$ cat src/rtl/core/tpks_pkg.sv
// ----------------------------------------------------------------------------
// tpks_pkg
// Shared types and constants for the timed pose keyframe sequencer.
// ----------------------------------------------------------------------------
package tpks_pkg;

  localparam int unsigned DEF_MAX_KEYFRAMES = 8;
  localparam int unsigned DEF_JOINT_COUNT   = 7;
  localparam int unsigned DEF_ANGLE_BITS    = 16;
  localparam int unsigned DEF_TIME_BITS     = 24;

  localparam int unsigned IDX_BITS  = 3;   // keyframe/joint index fields
  localparam int unsigned STEP_BITS = 16;
  localparam int unsigned CFG_BITS  = 4;

  typedef enum logic [1:0] {
    OP_TICK   = 2'd0,
    OP_SAMPLE = 2'd1,
    OP_TARGET = 2'd2,
    OP_TIMING = 2'd3
  } op_e;

  // controller -> datapath
  typedef struct packed {
    logic load_in;
    logic do_write;
    logic do_time;
    logic do_adv;
    logic cap_rd;
    logic cap_wr;
    logic j_clr;
    logic j_inc;
    logic emit_rd;
    logic calc;
    logic div_step;
    logic out_load;
  } cmd_t;

  // datapath -> controller
  typedef struct packed {
    op_e  op;
    logic advance;
    logic j_last;
    logic div_done;
    logic out_busy;
  } sts_t;

endpackage

$ cat src/rtl/core/tpks_ram.sv
// ----------------------------------------------------------------------------
// tpks_ram
// Generic single-write, single-read RAM with registered read data.
// ----------------------------------------------------------------------------
module tpks_ram #(
  parameter int unsigned WIDTH = 8,
  parameter int unsigned DEPTH = 16
) (
  input  logic                                     clk_i,
  input  logic                                     we_i,
  input  logic [((DEPTH > 1) ? $clog2(DEPTH) : 1)-1:0] waddr_i,
  input  logic [WIDTH-1:0]                         wdata_i,
  input  logic                                     re_i,
  input  logic [((DEPTH > 1) ? $clog2(DEPTH) : 1)-1:0] raddr_i,
  output logic [WIDTH-1:0]                         rdata_o
);

  logic [WIDTH-1:0] mem_q [DEPTH];
  logic [WIDTH-1:0] rdata_q;

  always_ff @(posedge clk_i) begin
    if (we_i) begin
      mem_q[waddr_i] <= wdata_i;
    end
    if (re_i) begin
      rdata_q <= mem_q[raddr_i];
    end
  end

  assign rdata_o = rdata_q;

endmodule

$ cat src/rtl/core/tpks_ctrl.sv
// ----------------------------------------------------------------------------
// tpks_ctrl
// Sequencer: decodes each transaction and steps the datapath through the
// capture and per-joint interpolation passes.
// ----------------------------------------------------------------------------
module tpks_ctrl
  import tpks_pkg::*;
(
  input  logic clk_i,
  input  logic rst_ni,
  input  logic s_valid_i,
  output logic s_ready_o,
  input  sts_t sts_i,
  output cmd_t cmd_o
);

  typedef enum logic [3:0] {
    ST_IDLE,
    ST_DECODE,
    ST_CHECK,
    ST_CAP_RD,
    ST_CAP_WR,
    ST_EM_RD,
    ST_CALC,
    ST_DIV,
    ST_OUT
  } state_e;

  state_e state_q, state_d;
  cmd_t   cmd;

  always_comb begin
    state_d = state_q;
    cmd     = '0;
    case (state_q)
      ST_IDLE: begin
        if (s_valid_i) begin
          cmd.load_in = 1'b1;
          state_d     = ST_DECODE;
        end
      end
      ST_DECODE: begin
        if (sts_i.op == OP_TICK) begin
          cmd.do_time = 1'b1;
          state_d     = ST_CHECK;
        end else begin
          cmd.do_write = 1'b1;
          state_d      = ST_IDLE;
        end
      end
      ST_CHECK: begin
        cmd.j_clr = 1'b1;
        state_d   = sts_i.advance ? ST_CAP_RD : ST_EM_RD;
      end
      ST_CAP_RD: begin
        cmd.cap_rd = 1'b1;
        state_d    = ST_CAP_WR;
      end
      ST_CAP_WR: begin
        cmd.cap_wr = 1'b1;
        if (sts_i.j_last) begin
          cmd.do_adv = 1'b1;
          cmd.j_clr  = 1'b1;
          state_d    = ST_EM_RD;
        end else begin
          cmd.j_inc = 1'b1;
          state_d   = ST_CAP_RD;
        end
      end
      ST_EM_RD: begin
        cmd.emit_rd = 1'b1;
        state_d     = ST_CALC;
      end
      ST_CALC: begin
        cmd.calc = 1'b1;
        state_d  = ST_DIV;
      end
      ST_DIV: begin
        if (sts_i.div_done) begin
          state_d = ST_OUT;
        end else begin
          cmd.div_step = 1'b1;
        end
      end
      ST_OUT: begin
        if (!sts_i.out_busy) begin
          cmd.out_load = 1'b1;
          if (sts_i.j_last) begin
            state_d = ST_IDLE;
          end else begin
            cmd.j_inc = 1'b1;
            state_d   = ST_EM_RD;
          end
        end
      end
      default: state_d = ST_IDLE;
    endcase
  end

  always_ff @(posedge clk_i or negedge rst_ni) begin
    if (!rst_ni) begin
      state_q <= ST_IDLE;
    end else begin
      state_q <= state_d;
    end
  end

  assign s_ready_o = (state_q == ST_IDLE);
  assign cmd_o     = cmd;

  a_load_decode: assert property (@(posedge clk_i) disable iff (!rst_ni)
    cmd.load_in |=> state_q == ST_DECODE)
    else $error("accepted transaction not decoded");

  a_no_overwrite: assert property (@(posedge clk_i) disable iff (!rst_ni)
    cmd.out_load |-> !sts_i.out_busy)
    else $error("output register overwritten while stalled");

  a_div_bound: assert property (@(posedge clk_i) disable iff (!rst_ni)
    cmd.div_step |-> !sts_i.div_done)
    else $error("divider stepped past completion");

  a_adv_last: assert property (@(posedge clk_i) disable iff (!rst_ni)
    cmd.do_adv |-> sts_i.j_last && state_q == ST_CAP_WR)
    else $error("keyframe advanced before capture finished");

endmodule

$ cat src/rtl/core/tpks_dp.sv
// ----------------------------------------------------------------------------
// tpks_dp
// Datapath: keyframe tables, sample buffer, elapsed time, interpolation
// multiplier and a bit-serial restoring divider, plus the output register.
// ----------------------------------------------------------------------------
module tpks_dp
  import tpks_pkg::*;
#(
  parameter int unsigned MAX_KEYFRAMES = DEF_MAX_KEYFRAMES,
  parameter int unsigned JOINT_COUNT   = DEF_JOINT_COUNT,
  parameter int unsigned ANGLE_BITS    = DEF_ANGLE_BITS,
  parameter int unsigned TIME_BITS     = DEF_TIME_BITS
) (
  input  logic                  clk_i,
  input  logic                  rst_ni,
  input  cmd_t                  cmd_i,
  output sts_t                  sts_o,
  input  logic                  cfg_we_i,
  input  logic [CFG_BITS-1:0]   cfg_wdata_i,
  input  logic [1:0]            in_op_i,
  input  logic [IDX_BITS-1:0]   in_kf_i,
  input  logic [IDX_BITS-1:0]   in_jt_i,
  input  logic [ANGLE_BITS-1:0] in_target_i,
  input  logic                  in_local_i,
  input  logic [TIME_BITS-1:0]  in_hold_i,
  input  logic [IDX_BITS-1:0]   in_next_i,
  input  logic [STEP_BITS-1:0]  in_step_i,
  input  logic [ANGLE_BITS-1:0] in_lang_i,
  input  logic [ANGLE_BITS-1:0] in_gang_i,
  input  logic                  m_ready_i,
  output logic                  m_valid_o,
  output logic [IDX_BITS-1:0]   m_joint_o,
  output logic [ANGLE_BITS-1:0] m_angle_o,
  output logic [IDX_BITS-1:0]   m_kf_o,
  output logic                  m_last_o
);

  localparam int unsigned KW    = (MAX_KEYFRAMES > 1) ? $clog2(MAX_KEYFRAMES) : 1;
  localparam int unsigned JW    = (JOINT_COUNT > 1) ? $clog2(JOINT_COUNT) : 1;
  localparam int unsigned DEPTH = MAX_KEYFRAMES * JOINT_COUNT;
  localparam int unsigned AW    = (DEPTH > 1) ? $clog2(DEPTH) : 1;
  localparam int unsigned EW    = ANGLE_BITS + 1;           // angle + local flag
  localparam int unsigned PW    = ANGLE_BITS + 1 + TIME_BITS;
  localparam int unsigned CW    = $clog2(PW + 1);

  // input transaction
  op_e                   op_q;
  logic [IDX_BITS-1:0]   kf_q, jt_q, nx_q;
  logic [ANGLE_BITS-1:0] tgt_q, lang_q, gang_q;
  logic                  loc_q;
  logic [TIME_BITS-1:0]  hold_in_q;
  logic [STEP_BITS-1:0]  step_q;

  logic [CFG_BITS-1:0]   kiu_q;
  logic [KW-1:0]         cur_q;
  logic [TIME_BITS-1:0]  el_q;
  logic [TIME_BITS-1:0]  hold_q [MAX_KEYFRAMES];
  logic [KW-1:0]         succ_q [MAX_KEYFRAMES];
  logic [ANGLE_BITS-1:0] start_q [JOINT_COUNT];
  logic [ANGLE_BITS-1:0] sl_q [JOINT_COUNT];
  logic [ANGLE_BITS-1:0] sg_q [JOINT_COUNT];
  logic [DEPTH-1:0]      vld_q;
  logic                  rd_vld_q;
  logic [JW-1:0]         j_q;

  // interpolation
  logic                  neg_q, use_div_q;
  logic [ANGLE_BITS-1:0] x1_q, res_q;
  logic [TIME_BITS-1:0]  h_q;
  logic [PW-1:0]         dvd_q;
  logic [TIME_BITS:0]    rem_q;
  logic [CW-1:0]         cnt_q;

  logic                  m_valid_q, m_last_q;
  logic [IDX_BITS-1:0]   m_joint_q, m_kf_q;
  logic [ANGLE_BITS-1:0] m_angle_q;

  logic                  multi, kf_ok, jt_ok, ram_we, ram_re;
  logic [KW-1:0]         kf_i, nx_kf;
  logic [JW-1:0]         jt_i;
  logic [AW-1:0]         waddr, raddr;
  logic [EW-1:0]         rdata, entry;
  logic [TIME_BITS:0]    el_sum;
  logic [TIME_BITS-1:0]  cur_hold;

  assign multi    = kiu_q > CFG_BITS'(1);
  assign kf_ok    = 32'(kf_q) < MAX_KEYFRAMES;
  assign jt_ok    = 32'(jt_q) < JOINT_COUNT;
  assign kf_i     = KW'(kf_q);
  assign jt_i     = JW'(jt_q);
  assign nx_kf    = succ_q[cur_q];
  assign cur_hold = hold_q[cur_q];
  assign el_sum   = {1'b0, el_q} + (TIME_BITS+1)'(step_q);

  assign ram_we = cmd_i.do_write && op_q == OP_TARGET && kf_ok && jt_ok;
  assign ram_re = cmd_i.cap_rd || cmd_i.emit_rd;
  assign waddr  = AW'(32'(kf_i) * JOINT_COUNT + 32'(jt_i));
  assign raddr  = AW'(32'(cmd_i.cap_rd ? nx_kf : cur_q) * JOINT_COUNT + 32'(j_q));
  assign entry  = rd_vld_q ? rdata : '0;

  tpks_ram #(
    .WIDTH (EW),
    .DEPTH (DEPTH)
  ) u_tbl (
    .clk_i   (clk_i),
    .we_i    (ram_we),
    .waddr_i (waddr),
    .wdata_i ({loc_q, tgt_q}),
    .re_i    (ram_re),
    .raddr_i (raddr),
    .rdata_o (rdata)
  );

  // interpolation set-up
  logic signed [ANGLE_BITS-1:0] x1s, x2s;
  logic signed [ANGLE_BITS:0]   diff;
  logic        [ANGLE_BITS:0]   mag;
  logic        [PW-1:0]         prod;
  logic                         raw, need_div;
  logic        [ANGLE_BITS-1:0] quick;

  always_comb begin
    x1s  = $signed(start_q[j_q]);
    x2s  = $signed(entry[ANGLE_BITS-1:0]);
    diff = {x2s[ANGLE_BITS-1], x2s} - {x1s[ANGLE_BITS-1], x1s};
    mag  = diff[ANGLE_BITS] ? (~diff + 1'b1) : diff;
    prod = {{TIME_BITS{1'b0}}, mag} * {{(ANGLE_BITS+1){1'b0}}, el_q};
    raw  = !multi || cur_hold == '0;
    need_div = 1'b0;
    if (raw) begin
      quick = entry[ANGLE_BITS-1:0];
    end else if (x1s == x2s || el_q == '0) begin
      quick = start_q[j_q];
    end else if (el_q >= cur_hold) begin
      quick = entry[ANGLE_BITS-1:0];
    end else begin
      quick    = start_q[j_q];
      need_div = 1'b1;
    end
  end

  // one restoring division step per cycle
  logic [TIME_BITS:0] rem_sh;
  logic               ge;
  assign rem_sh = {rem_q[TIME_BITS-1:0], dvd_q[PW-1]};
  assign ge     = rem_sh >= {1'b0, h_q};

  logic [ANGLE_BITS:0] x1e, qe, fin;
  always_comb begin
    x1e = {x1_q[ANGLE_BITS-1], x1_q};
    qe  = dvd_q[ANGLE_BITS:0];
    fin = neg_q ? (x1e - qe) : (x1e + qe);
  end

  always_ff @(posedge clk_i) begin
    if (cmd_i.load_in) begin
      op_q      <= op_e'(in_op_i);
      kf_q      <= in_kf_i;
      jt_q      <= in_jt_i;
      tgt_q     <= in_target_i;
      loc_q     <= in_local_i;
      hold_in_q <= in_hold_i;
      nx_q      <= in_next_i;
      step_q    <= in_step_i;
      lang_q    <= in_lang_i;
      gang_q    <= in_gang_i;
    end
    if (cmd_i.calc) begin
      neg_q     <= diff[ANGLE_BITS];
      use_div_q <= need_div;
      x1_q      <= start_q[j_q];
      res_q     <= quick;
      h_q       <= cur_hold;
      dvd_q     <= prod;
      rem_q     <= '0;
    end else if (cmd_i.div_step) begin
      dvd_q <= {dvd_q[PW-2:0], ge};
      rem_q <= ge ? (rem_sh - {1'b0, h_q}) : rem_sh;
    end
    if (cmd_i.out_load) begin
      m_joint_q <= IDX_BITS'(j_q);
      m_angle_q <= use_div_q ? fin[ANGLE_BITS-1:0] : res_q;
      m_kf_q    <= IDX_BITS'(cur_q);
      m_last_q  <= 32'(j_q) == JOINT_COUNT - 1;
    end
  end

  always_ff @(posedge clk_i or negedge rst_ni) begin
    if (!rst_ni) begin
      kiu_q     <= CFG_BITS'(1);
      cur_q     <= '0;
      el_q      <= '0;
      vld_q     <= '0;
      rd_vld_q  <= 1'b0;
      j_q       <= '0;
      cnt_q     <= '0;
      m_valid_q <= 1'b0;
      for (int k = 0; k < MAX_KEYFRAMES; k++) begin
        hold_q[k] <= '0;
        succ_q[k] <= '0;
      end
      for (int k = 0; k < JOINT_COUNT; k++) begin
        start_q[k] <= '0;
        sl_q[k]    <= '0;
        sg_q[k]    <= '0;
      end
    end else begin
      if (cfg_we_i) begin
        kiu_q <= cfg_wdata_i;
      end
      if (cmd_i.do_write) begin
        case (op_q)
          OP_SAMPLE: begin
            if (jt_ok) begin
              sl_q[jt_i] <= lang_q;
              sg_q[jt_i] <= gang_q;
            end
          end
          OP_TARGET: begin
            if (kf_ok && jt_ok) begin
              vld_q[waddr] <= 1'b1;
              if (kf_q == '0) begin
                start_q[jt_i] <= tgt_q;
              end
            end
          end
          OP_TIMING: begin
            if (kf_ok) begin
              hold_q[kf_i] <= hold_in_q;
              succ_q[kf_i] <= (32'(nx_q) < MAX_KEYFRAMES) ? KW'(nx_q) : '0;
            end
          end
          default: ;
        endcase
      end
      if (cmd_i.do_time) begin
        el_q <= el_sum[TIME_BITS] ? '1 : el_sum[TIME_BITS-1:0];
      end
      if (ram_re) begin
        rd_vld_q <= vld_q[raddr];
      end
      if (cmd_i.cap_wr) begin
        start_q[j_q] <= entry[ANGLE_BITS] ? sl_q[j_q] : sg_q[j_q];
      end
      if (cmd_i.do_adv) begin
        el_q  <= '0;
        cur_q <= nx_kf;
      end
      if (cmd_i.j_clr) begin
        j_q <= '0;
      end else if (cmd_i.j_inc) begin
        j_q <= j_q + 1'b1;
      end
      if (cmd_i.calc) begin
        cnt_q <= need_div ? '0 : CW'(PW);
      end else if (cmd_i.div_step) begin
        cnt_q <= cnt_q + 1'b1;
      end
      if (cmd_i.out_load) begin
        m_valid_q <= 1'b1;
      end else if (m_ready_i) begin
        m_valid_q <= 1'b0;
      end
    end
  end

  assign sts_o.op       = op_q;
  assign sts_o.advance  = multi && (el_q > cur_hold);
  assign sts_o.j_last   = 32'(j_q) == JOINT_COUNT - 1;
  assign sts_o.div_done = cnt_q == CW'(PW);
  assign sts_o.out_busy = m_valid_q && !m_ready_i;

  assign m_valid_o = m_valid_q;
  assign m_joint_o = m_joint_q;
  assign m_angle_o = m_angle_q;
  assign m_kf_o    = m_kf_q;
  assign m_last_o  = m_last_q;

endmodule

$ cat src/rtl/core/timed_pose_keyframe_sequencer_top.sv
// ----------------------------------------------------------------------------
// timed_pose_keyframe_sequencer_top
// Keyframe pose sequencer with linear interpolation between poses.
// ----------------------------------------------------------------------------
// Input stream: tuser carries the op (tick, sample, target write, timing
// write); tdata carries the payload. One transaction is taken at a time.
// Table writes and samples produce no output. A tick produces JOINT_COUNT
// output transactions, one per joint, tlast on the final one. A joint that
// needs a division runs the bit-serial divider; any other joint skips the
// division steps. A tick that advances to the next keyframe first runs a
// start-angle capture pass over every joint. The output register holds a
// result until tready; while stalled the sequencer waits, and tready on the
// input side stays low until the last result of the tick is in the output
// register. keyframes_in_use is written through cfg_we_i; the user must
// write it only while idle, as the block itself does not enforce this.
// Reset invalidates the target table and clears the timing tables, samples,
// time, start angles and the keyframe pointer; keyframes_in_use resets to
// one.
// ----------------------------------------------------------------------------
module timed_pose_keyframe_sequencer_top
  import tpks_pkg::*;
#(
  parameter int unsigned MAX_KEYFRAMES = DEF_MAX_KEYFRAMES,
  parameter int unsigned JOINT_COUNT   = DEF_JOINT_COUNT,
  parameter int unsigned ANGLE_BITS    = DEF_ANGLE_BITS,
  parameter int unsigned TIME_BITS     = DEF_TIME_BITS
) (
  input  logic                clk_i,
  input  logic                rst_ni,
  input  logic                cfg_we_i,
  input  logic [CFG_BITS-1:0] cfg_wdata_i,
  input  logic                s_axis_tvalid_i,
  output logic                s_axis_tready_o,
  // keyframe_index, joint_index, target_angle, target_is_local, hold_time,
  // next_keyframe, step_time, local_angle, global_angle
  input  logic [((3*IDX_BITS + 1 + STEP_BITS + 3*ANGLE_BITS + TIME_BITS) + 7)
                / 8 * 8 - 1:0] s_axis_tdata_i,
  // op
  input  logic [1:0]          s_axis_tuser_i,
  output logic                m_axis_tvalid_o,
  input  logic                m_axis_tready_i,
  // joint_number, commanded_angle, active_keyframe
  output logic [((2*IDX_BITS + ANGLE_BITS) + 7) / 8 * 8 - 1:0] m_axis_tdata_o,
  output logic                m_axis_tlast_o
);

  localparam int unsigned O_KF = 0;
  localparam int unsigned O_JT = O_KF + IDX_BITS;
  localparam int unsigned O_TG = O_JT + IDX_BITS;
  localparam int unsigned O_LC = O_TG + ANGLE_BITS;
  localparam int unsigned O_HD = O_LC + 1;
  localparam int unsigned O_NX = O_HD + TIME_BITS;
  localparam int unsigned O_ST = O_NX + IDX_BITS;
  localparam int unsigned O_LA = O_ST + STEP_BITS;
  localparam int unsigned O_GA = O_LA + ANGLE_BITS;
  localparam int unsigned M_W  = 2*IDX_BITS + ANGLE_BITS;
  localparam int unsigned M_DW = (M_W + 7) / 8 * 8;

  cmd_t                  cmd;
  sts_t                  sts;
  logic [IDX_BITS-1:0]   m_joint, m_kf;
  logic [ANGLE_BITS-1:0] m_angle;

  tpks_ctrl u_ctrl (
    .clk_i     (clk_i),
    .rst_ni    (rst_ni),
    .s_valid_i (s_axis_tvalid_i),
    .s_ready_o (s_axis_tready_o),
    .sts_i     (sts),
    .cmd_o     (cmd)
  );

  tpks_dp #(
    .MAX_KEYFRAMES (MAX_KEYFRAMES),
    .JOINT_COUNT   (JOINT_COUNT),
    .ANGLE_BITS    (ANGLE_BITS),
    .TIME_BITS     (TIME_BITS)
  ) u_dp (
    .clk_i       (clk_i),
    .rst_ni      (rst_ni),
    .cmd_i       (cmd),
    .sts_o       (sts),
    .cfg_we_i    (cfg_we_i),
    .cfg_wdata_i (cfg_wdata_i),
    .in_op_i     (s_axis_tuser_i),
    .in_kf_i     (s_axis_tdata_i[O_KF +: IDX_BITS]),
    .in_jt_i     (s_axis_tdata_i[O_JT +: IDX_BITS]),
    .in_target_i (s_axis_tdata_i[O_TG +: ANGLE_BITS]),
    .in_local_i  (s_axis_tdata_i[O_LC]),
    .in_hold_i   (s_axis_tdata_i[O_HD +: TIME_BITS]),
    .in_next_i   (s_axis_tdata_i[O_NX +: IDX_BITS]),
    .in_step_i   (s_axis_tdata_i[O_ST +: STEP_BITS]),
    .in_lang_i   (s_axis_tdata_i[O_LA +: ANGLE_BITS]),
    .in_gang_i   (s_axis_tdata_i[O_GA +: ANGLE_BITS]),
    .m_ready_i   (m_axis_tready_i),
    .m_valid_o   (m_axis_tvalid_o),
    .m_joint_o   (m_joint),
    .m_angle_o   (m_angle),
    .m_kf_o      (m_kf),
    .m_last_o    (m_axis_tlast_o)
  );

  assign m_axis_tdata_o = M_DW'({m_kf, m_angle, m_joint});

endmodule

$ cat config.mk
export PLATFORM = sky130hd
export DESIGN_NAME = timed_pose_keyframe_sequencer_top
export DESIGN_NICKNAME = d
export VERILOG_FILES = /design/src/rtl/core/tpks_pkg.sv /design/src/rtl/core/tpks_ram.sv /design/src/rtl/core/tpks_ctrl.sv /design/src/rtl/core/tpks_dp.sv /design/src/rtl/core/timed_pose_keyframe_sequencer_top.sv
export SDC_FILE = /design/constraint.sdc
export NUM_CORES = 2
export LEC_CHECK = 0
export BUFFER_PORTS_ARGS = -buffer_cell sky130_fd_sc_hd__buf_2
export CAP_MARGIN = 20
export CORE_ASPECT_RATIO = 0.8
export CORE_MARGIN = 8
export CORE_UTILIZATION = 30
export CTS_BUF_LIST = sky130_fd_sc_hd__clkbuf_8
export CTS_CLUSTER_DIAMETER = 100
export DETAILED_ROUTE_END_ITERATION = 7
export SYNTH_ARGS = -nofsm -noshare
export SYNTH_HDL_FRONTEND = slang
export SYNTH_HIERARCHICAL = 1
export SYNTH_SLANG_ARGS = --single-unit
$ cat constraint.sdc
create_clock -name clk_i -period 13.1 [get_ports clk_i]
set_input_delay 2.62 -clock clk_i [delete_from_list [all_inputs] [get_ports clk_i]]
set_output_delay 2.62 -clock clk_i [all_outputs]
set_load 0.02 [all_outputs]
Word level (Yosys, flattened, before mapping)
Memories as Yosys holds them, arrays and structs flattened. A register that Yosys moved wholly into a read port is not among the register bits.
Index checks and enable logic that the tools add are counted.
- output and inout port bits: 27
- RAM bits: 952
- memories: 1
- input port bits: 115
- register bits after elaboration: 900
- memories (name ; depth ; bits a word ; rd ports ; clocked after Yosys merged registers in ; wr ports ; line ; text):
    u_dp.u_tbl.mem_q ; 56 ; 17 ; 1 ; 1 ; 1 ; tpks_ram.sv:18 ; logic [WIDTH-1:0] mem_q [DEPTH];
- $mul: 3
- muxes and demuxes: 92
- eq/ne operators: 17
- bitwise operators: 6
- reductions and logical operators: 26
- add/subtract/negate cells: 10
- order comparisons: 15
- operators by type and width (cell ; count):
    $mux 112 ; 5
    $bwmux 112 ; 4
    $mux 16 ; 14
    $bwmux 192 ; 1
    $mux 24 ; 7
    $bmux 16 s3 ; 3
    $demux 16 s3 ; 2
    $mux 41 ; 2
    $bmux 24 s3 ; 1
    $demux 24 s3 ; 1
    $or 56x56->56 ; 1
    $logic_not 24->1 ; 2
    $mul 17x24->41 ; 1
    $pmux 4 s9 ; 1
    $mux 17 ; 2
    $mul 32x3->6 const B ; 1
    $mux 3 ; 9
    $add 24x16->25 ; 1
    $ge 25x24->1 ; 1
    $mux 1 ; 25
    $bwmux 24 ; 1
    $ge 24x24->1 ; 1
    $gt 24x24->1 ; 1
    $sub 24x24->24 ; 1
    other kinds (43) ; 81

Logic depth before layout (Yosys ltp)
- word-level depth: 12
- depth in mapped cells: 41

Cells and area by module
Netlist, hierarchy kept.
- by module, submodules not included (module ; seq. area each (um^2) ; area each (um^2) ; cells an instance ; instances):
    tpks_dp ; 23387.4 ; 58603.7 ; 5264 ; 1
    tpks_ram ; 29097.9 ; 37569.8 ; 1761 ; 1
    tpks_ctrl ; 100.1 ; 406.6 ; 56 ; 1
    timed_pose_keyframe_sequencer_top ; 0.0 ; 18.8 ; 3 ; 1

Worst setup path after synthesis
No wires, ideal clock.
- path type: register to register
- start: reg u_dp.j_q[1]
- end: reg u_dp.dvd_q[33], data pin
- arrival time: 10259 ps
- buffers on the path: 6
- stages on the path, launching flop included: 36
- required time: 12839 ps
- setup slack: 2581 ps
- period minus slack after synthesis: 10519 ps
- cell sequence: dfrtp_1 -> buf_1 -> buf_1 -> clkbuf_1 -> clkbuf_1 -> o211ai_1 -> o21ai_0 -> ha_1 -> a211oi_2 -> o211ai_1 -> a21oi_2 -> o21ai_1 -> a2111oi_4 -> buf_2 -> o21ai_0 -> xor2_1 -> clkbuf_1 -> nand2_1 -> fa_1 -> inv_1 -> fa_1 -> inv_1 -> fa_1 -> fa_1 -> inv_1 -> fa_1 -> fa_1 -> ha_1 -> a21o_1 -> a31o_2 -> a221o_1 -> o21ai_0 -> o2111a_1 -> nor2_1 -> a31o_2 -> a221o_1
- cells in the longest elaborated chain, start to end: 10
- ends and longest elaborated chain (item ; line ; text):
    start, declared ; tpks_dp.sv:64 ; logic [JW-1:0] j_q;
    start signal, assigned ; tpks_dp.sv:252 ; j_q <= j_q + 1'b1;
    $not 3->4 (implied by the code) (*) ; tpks_dp.sv:123 ; x1s = $signed(start_q[j_q]);
    $bmux 16 s3 (*) ; tpks_dp.sv:123 ;
    $mux 16 (implied by the code) (*) (2 in a row) ; tpks_dp.sv:123 ;
    $sub 16x16->17 (*) ; tpks_dp.sv:125 ; diff = {x2s[ANGLE_BITS-1], x2s} - {x1s[ANGLE_BITS-1], x1s};
    $not 17->17 ; tpks_dp.sv:126 ; mag = diff[ANGLE_BITS] ? (~diff + 1'b1) : diff;
    $add 17x1->17 ; tpks_dp.sv:126 ;
    $mux 17 (*) ; tpks_dp.sv:126 ;
    $mul 17x24->41 (*) ; tpks_dp.sv:127 ; prod = {{TIME_BITS{1'b0}}, mag} * {{(ANGLE_BITS+1){1'b0}}, el_q};
    $mux 41 (*) ; tpks_dp.sv:168 ; if (cmd_i.calc) begin
    end signal, assigned ; tpks_dp.sv:174 ; dvd_q <= prod;
    end signal, assigned ; tpks_dp.sv:177 ; dvd_q <= {dvd_q[PW-2:0], ge};
    end, declared ; tpks_dp.sv:70 ; logic [PW-1:0] dvd_q;
Mark *: on every way between the ends. The rest lies on a longest branch, timed or not. The select of a mux whose other input is x is not followed.
A chain may end at the register's enable or synchronous reset.

Worst setup path in the final report
- start: reg u_dp.j_q[1]
- end: reg u_dp.dvd_q[32], data pin
Same word-level chain as after synthesis.

==> run_results.csv <==
group,metric,value,unit
route,dr.pass1.iters,5,
yosys,ys_seq_area_share,54.4,%
yosys,synth_top_area_share,37.0,%
sta,fmax,82.2,MHz
layout,nets,8083,
clocking,htree_levels,5,
sta,layout_min_cycle_time,12.17,ns
floorplanning,initial_core_util,30.1,%
placement,dp_hpwl,172000,um
sta,finalSetupViolations,0,
yosys,postSynthCellCount,7084,
route,drt-wirelength-per-cell,22.2,um
route,drt-total-wl,263000,um
clocking,cts.path.max_buffers,4,
sta,slew_viol_final,0,
placement,portBuffers,132,
min_path,holdPathStages,1,
clocking,clk_pin_slew,0.06,ns
global_route,grt_overflow,0,
clocking,numClockSinks,1868,
setup_path,critPathLaunch,"u_dp/j_q[1]$_DFFE_PN0P_",
global_route,antenna_found_initial,9,
clocking,ctsHoldBuffers,0,
clocking,clock-root-buffer,"clkbuf_8",
sta,rsz0062_at_grt,"false",
clocking,insertion_delay,1.04,ns
sta,worst_pin_slew,1.12,ns
layout,fill_cells,31100,
setup_path,reg2reg_slack,0.93,ns
clocking,cts_buffers,334,
yosys,ys_ff_latch,1868,
global_route,grt_start_max_net_pins,188,
layout,final_cell_area,109000,um2
setup_path,end_kind,"register",
yosys,synth_top_cell_by_area,"edfxtp_1",
setup_path,r2r-end,"u_dp/dvd_q[32]$_DFFE_PP_",
sta,finalClockSkew,0.107,ns
setup_path,r2r-start,"u_dp/j_q[1]$_DFFE_PN0P_",
sta,tns,0,ns
placement,place_area,103000,um2
yosys,synth_cell_types,103,
layout,areaGrowthSynthToFinish,12.6,%
sta,relSlewSlack,24.2,%
setup_path,cpMostUsedCell,"fa_1",
global_route,grt_pass1_vias,62700,
sta,fin_hold_ws,0.452,ns
sta,hold_viol,0,
floorplanning,die_w,650,um
setup_path,critPathRequiredTime,13.83,ns
sta,fin_crit_sh,92.9,%
floorplanning,dieHeight,524,um
layout,multiInputGateArea,40400,um2
setup_path,cp_max_fo,24,
placement,dpl.cell_count,11300,
min_path,hold_path_class,"register to register",
placement,gp_congestion,0.865,
layout,drive_above_1_share,22.3,%
setup_path,critPathArrivalTime,12.90,ns
status,status,"complete, no violations",
yosys,postSynth.asyncResetShare,35.0,%
route,vias_per_cell,5.11,
floorplanning,ios,142,
floorplanning,die-area,341000,um2
setup_path,crit_end,"u_dp/dvd_q[32]$_DFFE_PP_",
yosys,synth_edf_count,1191,
yosys,synth-main-ff-cell,"edfxtp_1",
clocking,cts_tree,"built",
setup_path,reg2regPathDepth,36,
clocking,post_cts_buffers,0,
route,drc,0,
floorplanning,coreArea,321000,um2
flow_run,cap_violations,0,
route,drtAntennaViolNets,0,
layout,instances_no_fill,11900,
global_route,grt_pass1_wl,396000,um
route,vias,60600,
setup_path,slowest_delay,0.88,ns
clocking,cts_resized,0,
route,drtIter0Drc,5483,
setup_path,path_class,"register to register",
yosys,netlist_area,96600,um2
setup_path,cp_slowest_cell,"xnor2_2",
global_route,grt_use_total,15.0,%
setup_path,critPathLaunchType,"register",
yosys,syn_area_per_cell,13.6,um2
floorplanning,fp-row-count,186,
layout,seq_area,52600,um2
yosys,synth-warning-count,6,
yosys,synth_area_leaders,"edfxtp_1 37%, dfrtp_1 17%, fa_1 7.1%",
-- metal layers --
layer | track usage (%) | vias up | routed length, um | share of wire, %
li1 | - | 26500 | - | -
met1 | 20.9 | 31300 | 117000 | 44
met2 | 23.8 | 2268 | 120000 | 46
met3 | 2.73 | 531 | 18600 | 7.0
met4 | 4.89 | 4 | 8190 | 3.1
met5 | 0 | - | 22 | 0.0084
-- how the worst min path moves through the flow --
stage / end / from / slack [ns]
after floorplan: u_dp/vld_q[10]$_DFFE_PN0P_ / u_dp/vld_q[10]$_DFFE_PN0P_ / 0.42
after global placement: u_dp/vld_q[6]$_DFFE_PN0P_ / u_dp/vld_q[6]$_DFFE_PN0P_ / 0.43
after detailed placement: u_dp/vld_q[30]$_DFFE_PN0P_ / u_dp/vld_q[30]$_DFFE_PN0P_ / 0.44
after CTS: u_dp/vld_q[30]$_DFFE_PN0P_ / u_dp/vld_q[30]$_DFFE_PN0P_ / 0.45
after global routing: u_dp/vld_q[30]$_DFFE_PN0P_ / u_dp/vld_q[30]$_DFFE_PN0P_ / 0.47
final: u_dp/vld_q[30]$_DFFE_PN0P_ / u_dp/vld_q[30]$_DFFE_PN0P_ / 0.45
-- state kept, by name (all words and copies together), names as in the netlist, 41 cells and up --
| register | cells |
|---|---|
| u_dp/dvd_q | 41 |
| u_dp/hold_q | 192 |
| u_dp/sg_q | 112 |
| u_dp/sl_q | 112 |
| u_dp/start_q | 112 |
| u_dp/u_tbl/mem_q | 952 |
| u_dp/vld_q | 56 |
-- metrics by stage --
| stage | utilization, % | setup WS (ns) |
|---|---|---|
| after floorplan | - | 2.58 |
| after global placement | 32.0 | 1.15 |
| after detailed placement | 32.0 | 1.13 |
| after CTS | 33.9 | 1.02 |
| after global routing | 33.9 | 0.345 |
| final | 33.9 | 0.928 |
-- Yosys cell counts, types with 38 or more instances --
cell type	count
a211oi_1	87
a21oi_1	219
fa_1	341
a21o_1	95
clkbuf_1	255
o21bai_1	44
edfxtp_1	1191
o21a_1	44
xor2_1	38
nor2b_1	98
mux2i_1	315
o21ai_0	207
mux2_2	561
dfrtp_1	653
ha_1	240
nor2_1	251
nand2b_1	52
buf_2	57
and2_1	84
mux4_2	277
nand2_1	595
inv_1	558
xnor2_1	67
nand3_1	74
nor3_1	59
o211ai_1	43
-- critical path: cells and delay by family (launching register included) --
| family | cells | cell delay (ns) |
|---|---|---|
| adder cells (fa/ha/maj) | 8 | 3.90 |
| buffers and inverters | 8 | 1.16 |
| XOR/XNOR | 2 | 0.96 |
| AO/OA/AOI/OAI | 13 | 3.73 |
| AND/OR/NAND/NOR | 4 | 1.17 |
| multiplexers | 1 | 0.26 |
| flip-flops | 1 | 0.68 |
-- cell type report --
type | instances | share of cell area (%)
diodes | 4 | 0.00920
clock buffers | 350 | 4.43
clock inverters | 226 | 0.968
inverters | 561 | 1.94
multi-input cells | 4265 | 37.1
flip-flops and latches | 1868 | 48.3
well taps | 4230 | 4.86
repair buffers | 357 | 2.33
-- placed cells by master, fill, tap and decap left out, drive strengths merged, types with 34 or more instances in the layout --
| cell type | count |
|---|---|
| edfxtp | 1191 |
| inv | 688 |
| dfrtp | 653 |
| nand2 | 595 |
| mux2 | 566 |
| buf | 357 |
| clkbuf | 350 |
| fa | 341 |
| mux2i | 315 |
| mux4 | 281 |
| nor2 | 252 |
| ha | 240 |
| a21oi | 222 |
| o21ai | 214 |
| nor2b | 98 |
| a21o | 95 |
| clkinv | 90 |
| a211oi | 89 |
| and2 | 84 |
| nand3 | 74 |
| xnor2 | 67 |
| nor3 | 61 |
| nand2b | 52 |
| o21a | 44 |
| o21bai | 44 |
| o211ai | 43 |
| xor2 | 38 |
| o31ai | 35 |
| and3 | 34 |
| a22oi | 34 |
-- cell families (layout without fill, tap and decap cells) --
| kind of cell | after synthesis | in the layout | share of synthesized area (%) |
|---|---|---|---|
| flip-flops | 1868 | 1868 | 54.4 |
| AND/OR/NAND/NOR | 1383 | 1383 | 6.73 |
| multiplexers | 1162 | 1162 | 16.4 |
| AO/OA/AOI/OAI | 1032 | 1032 | 7.22 |
| buffers and inverters | 952 | 1494 | 4.06 |
| adder cells (fa/ha/maj) | 581 | 581 | 10.2 |
| XOR/XNOR | 105 | 105 | 0.952 |
| other | 1 | 6 | 0.00388 |
Power is left out: the tool's default activity adds up to more than one toggle a clock period on the data nets, which glitch-free logic cannot reach.
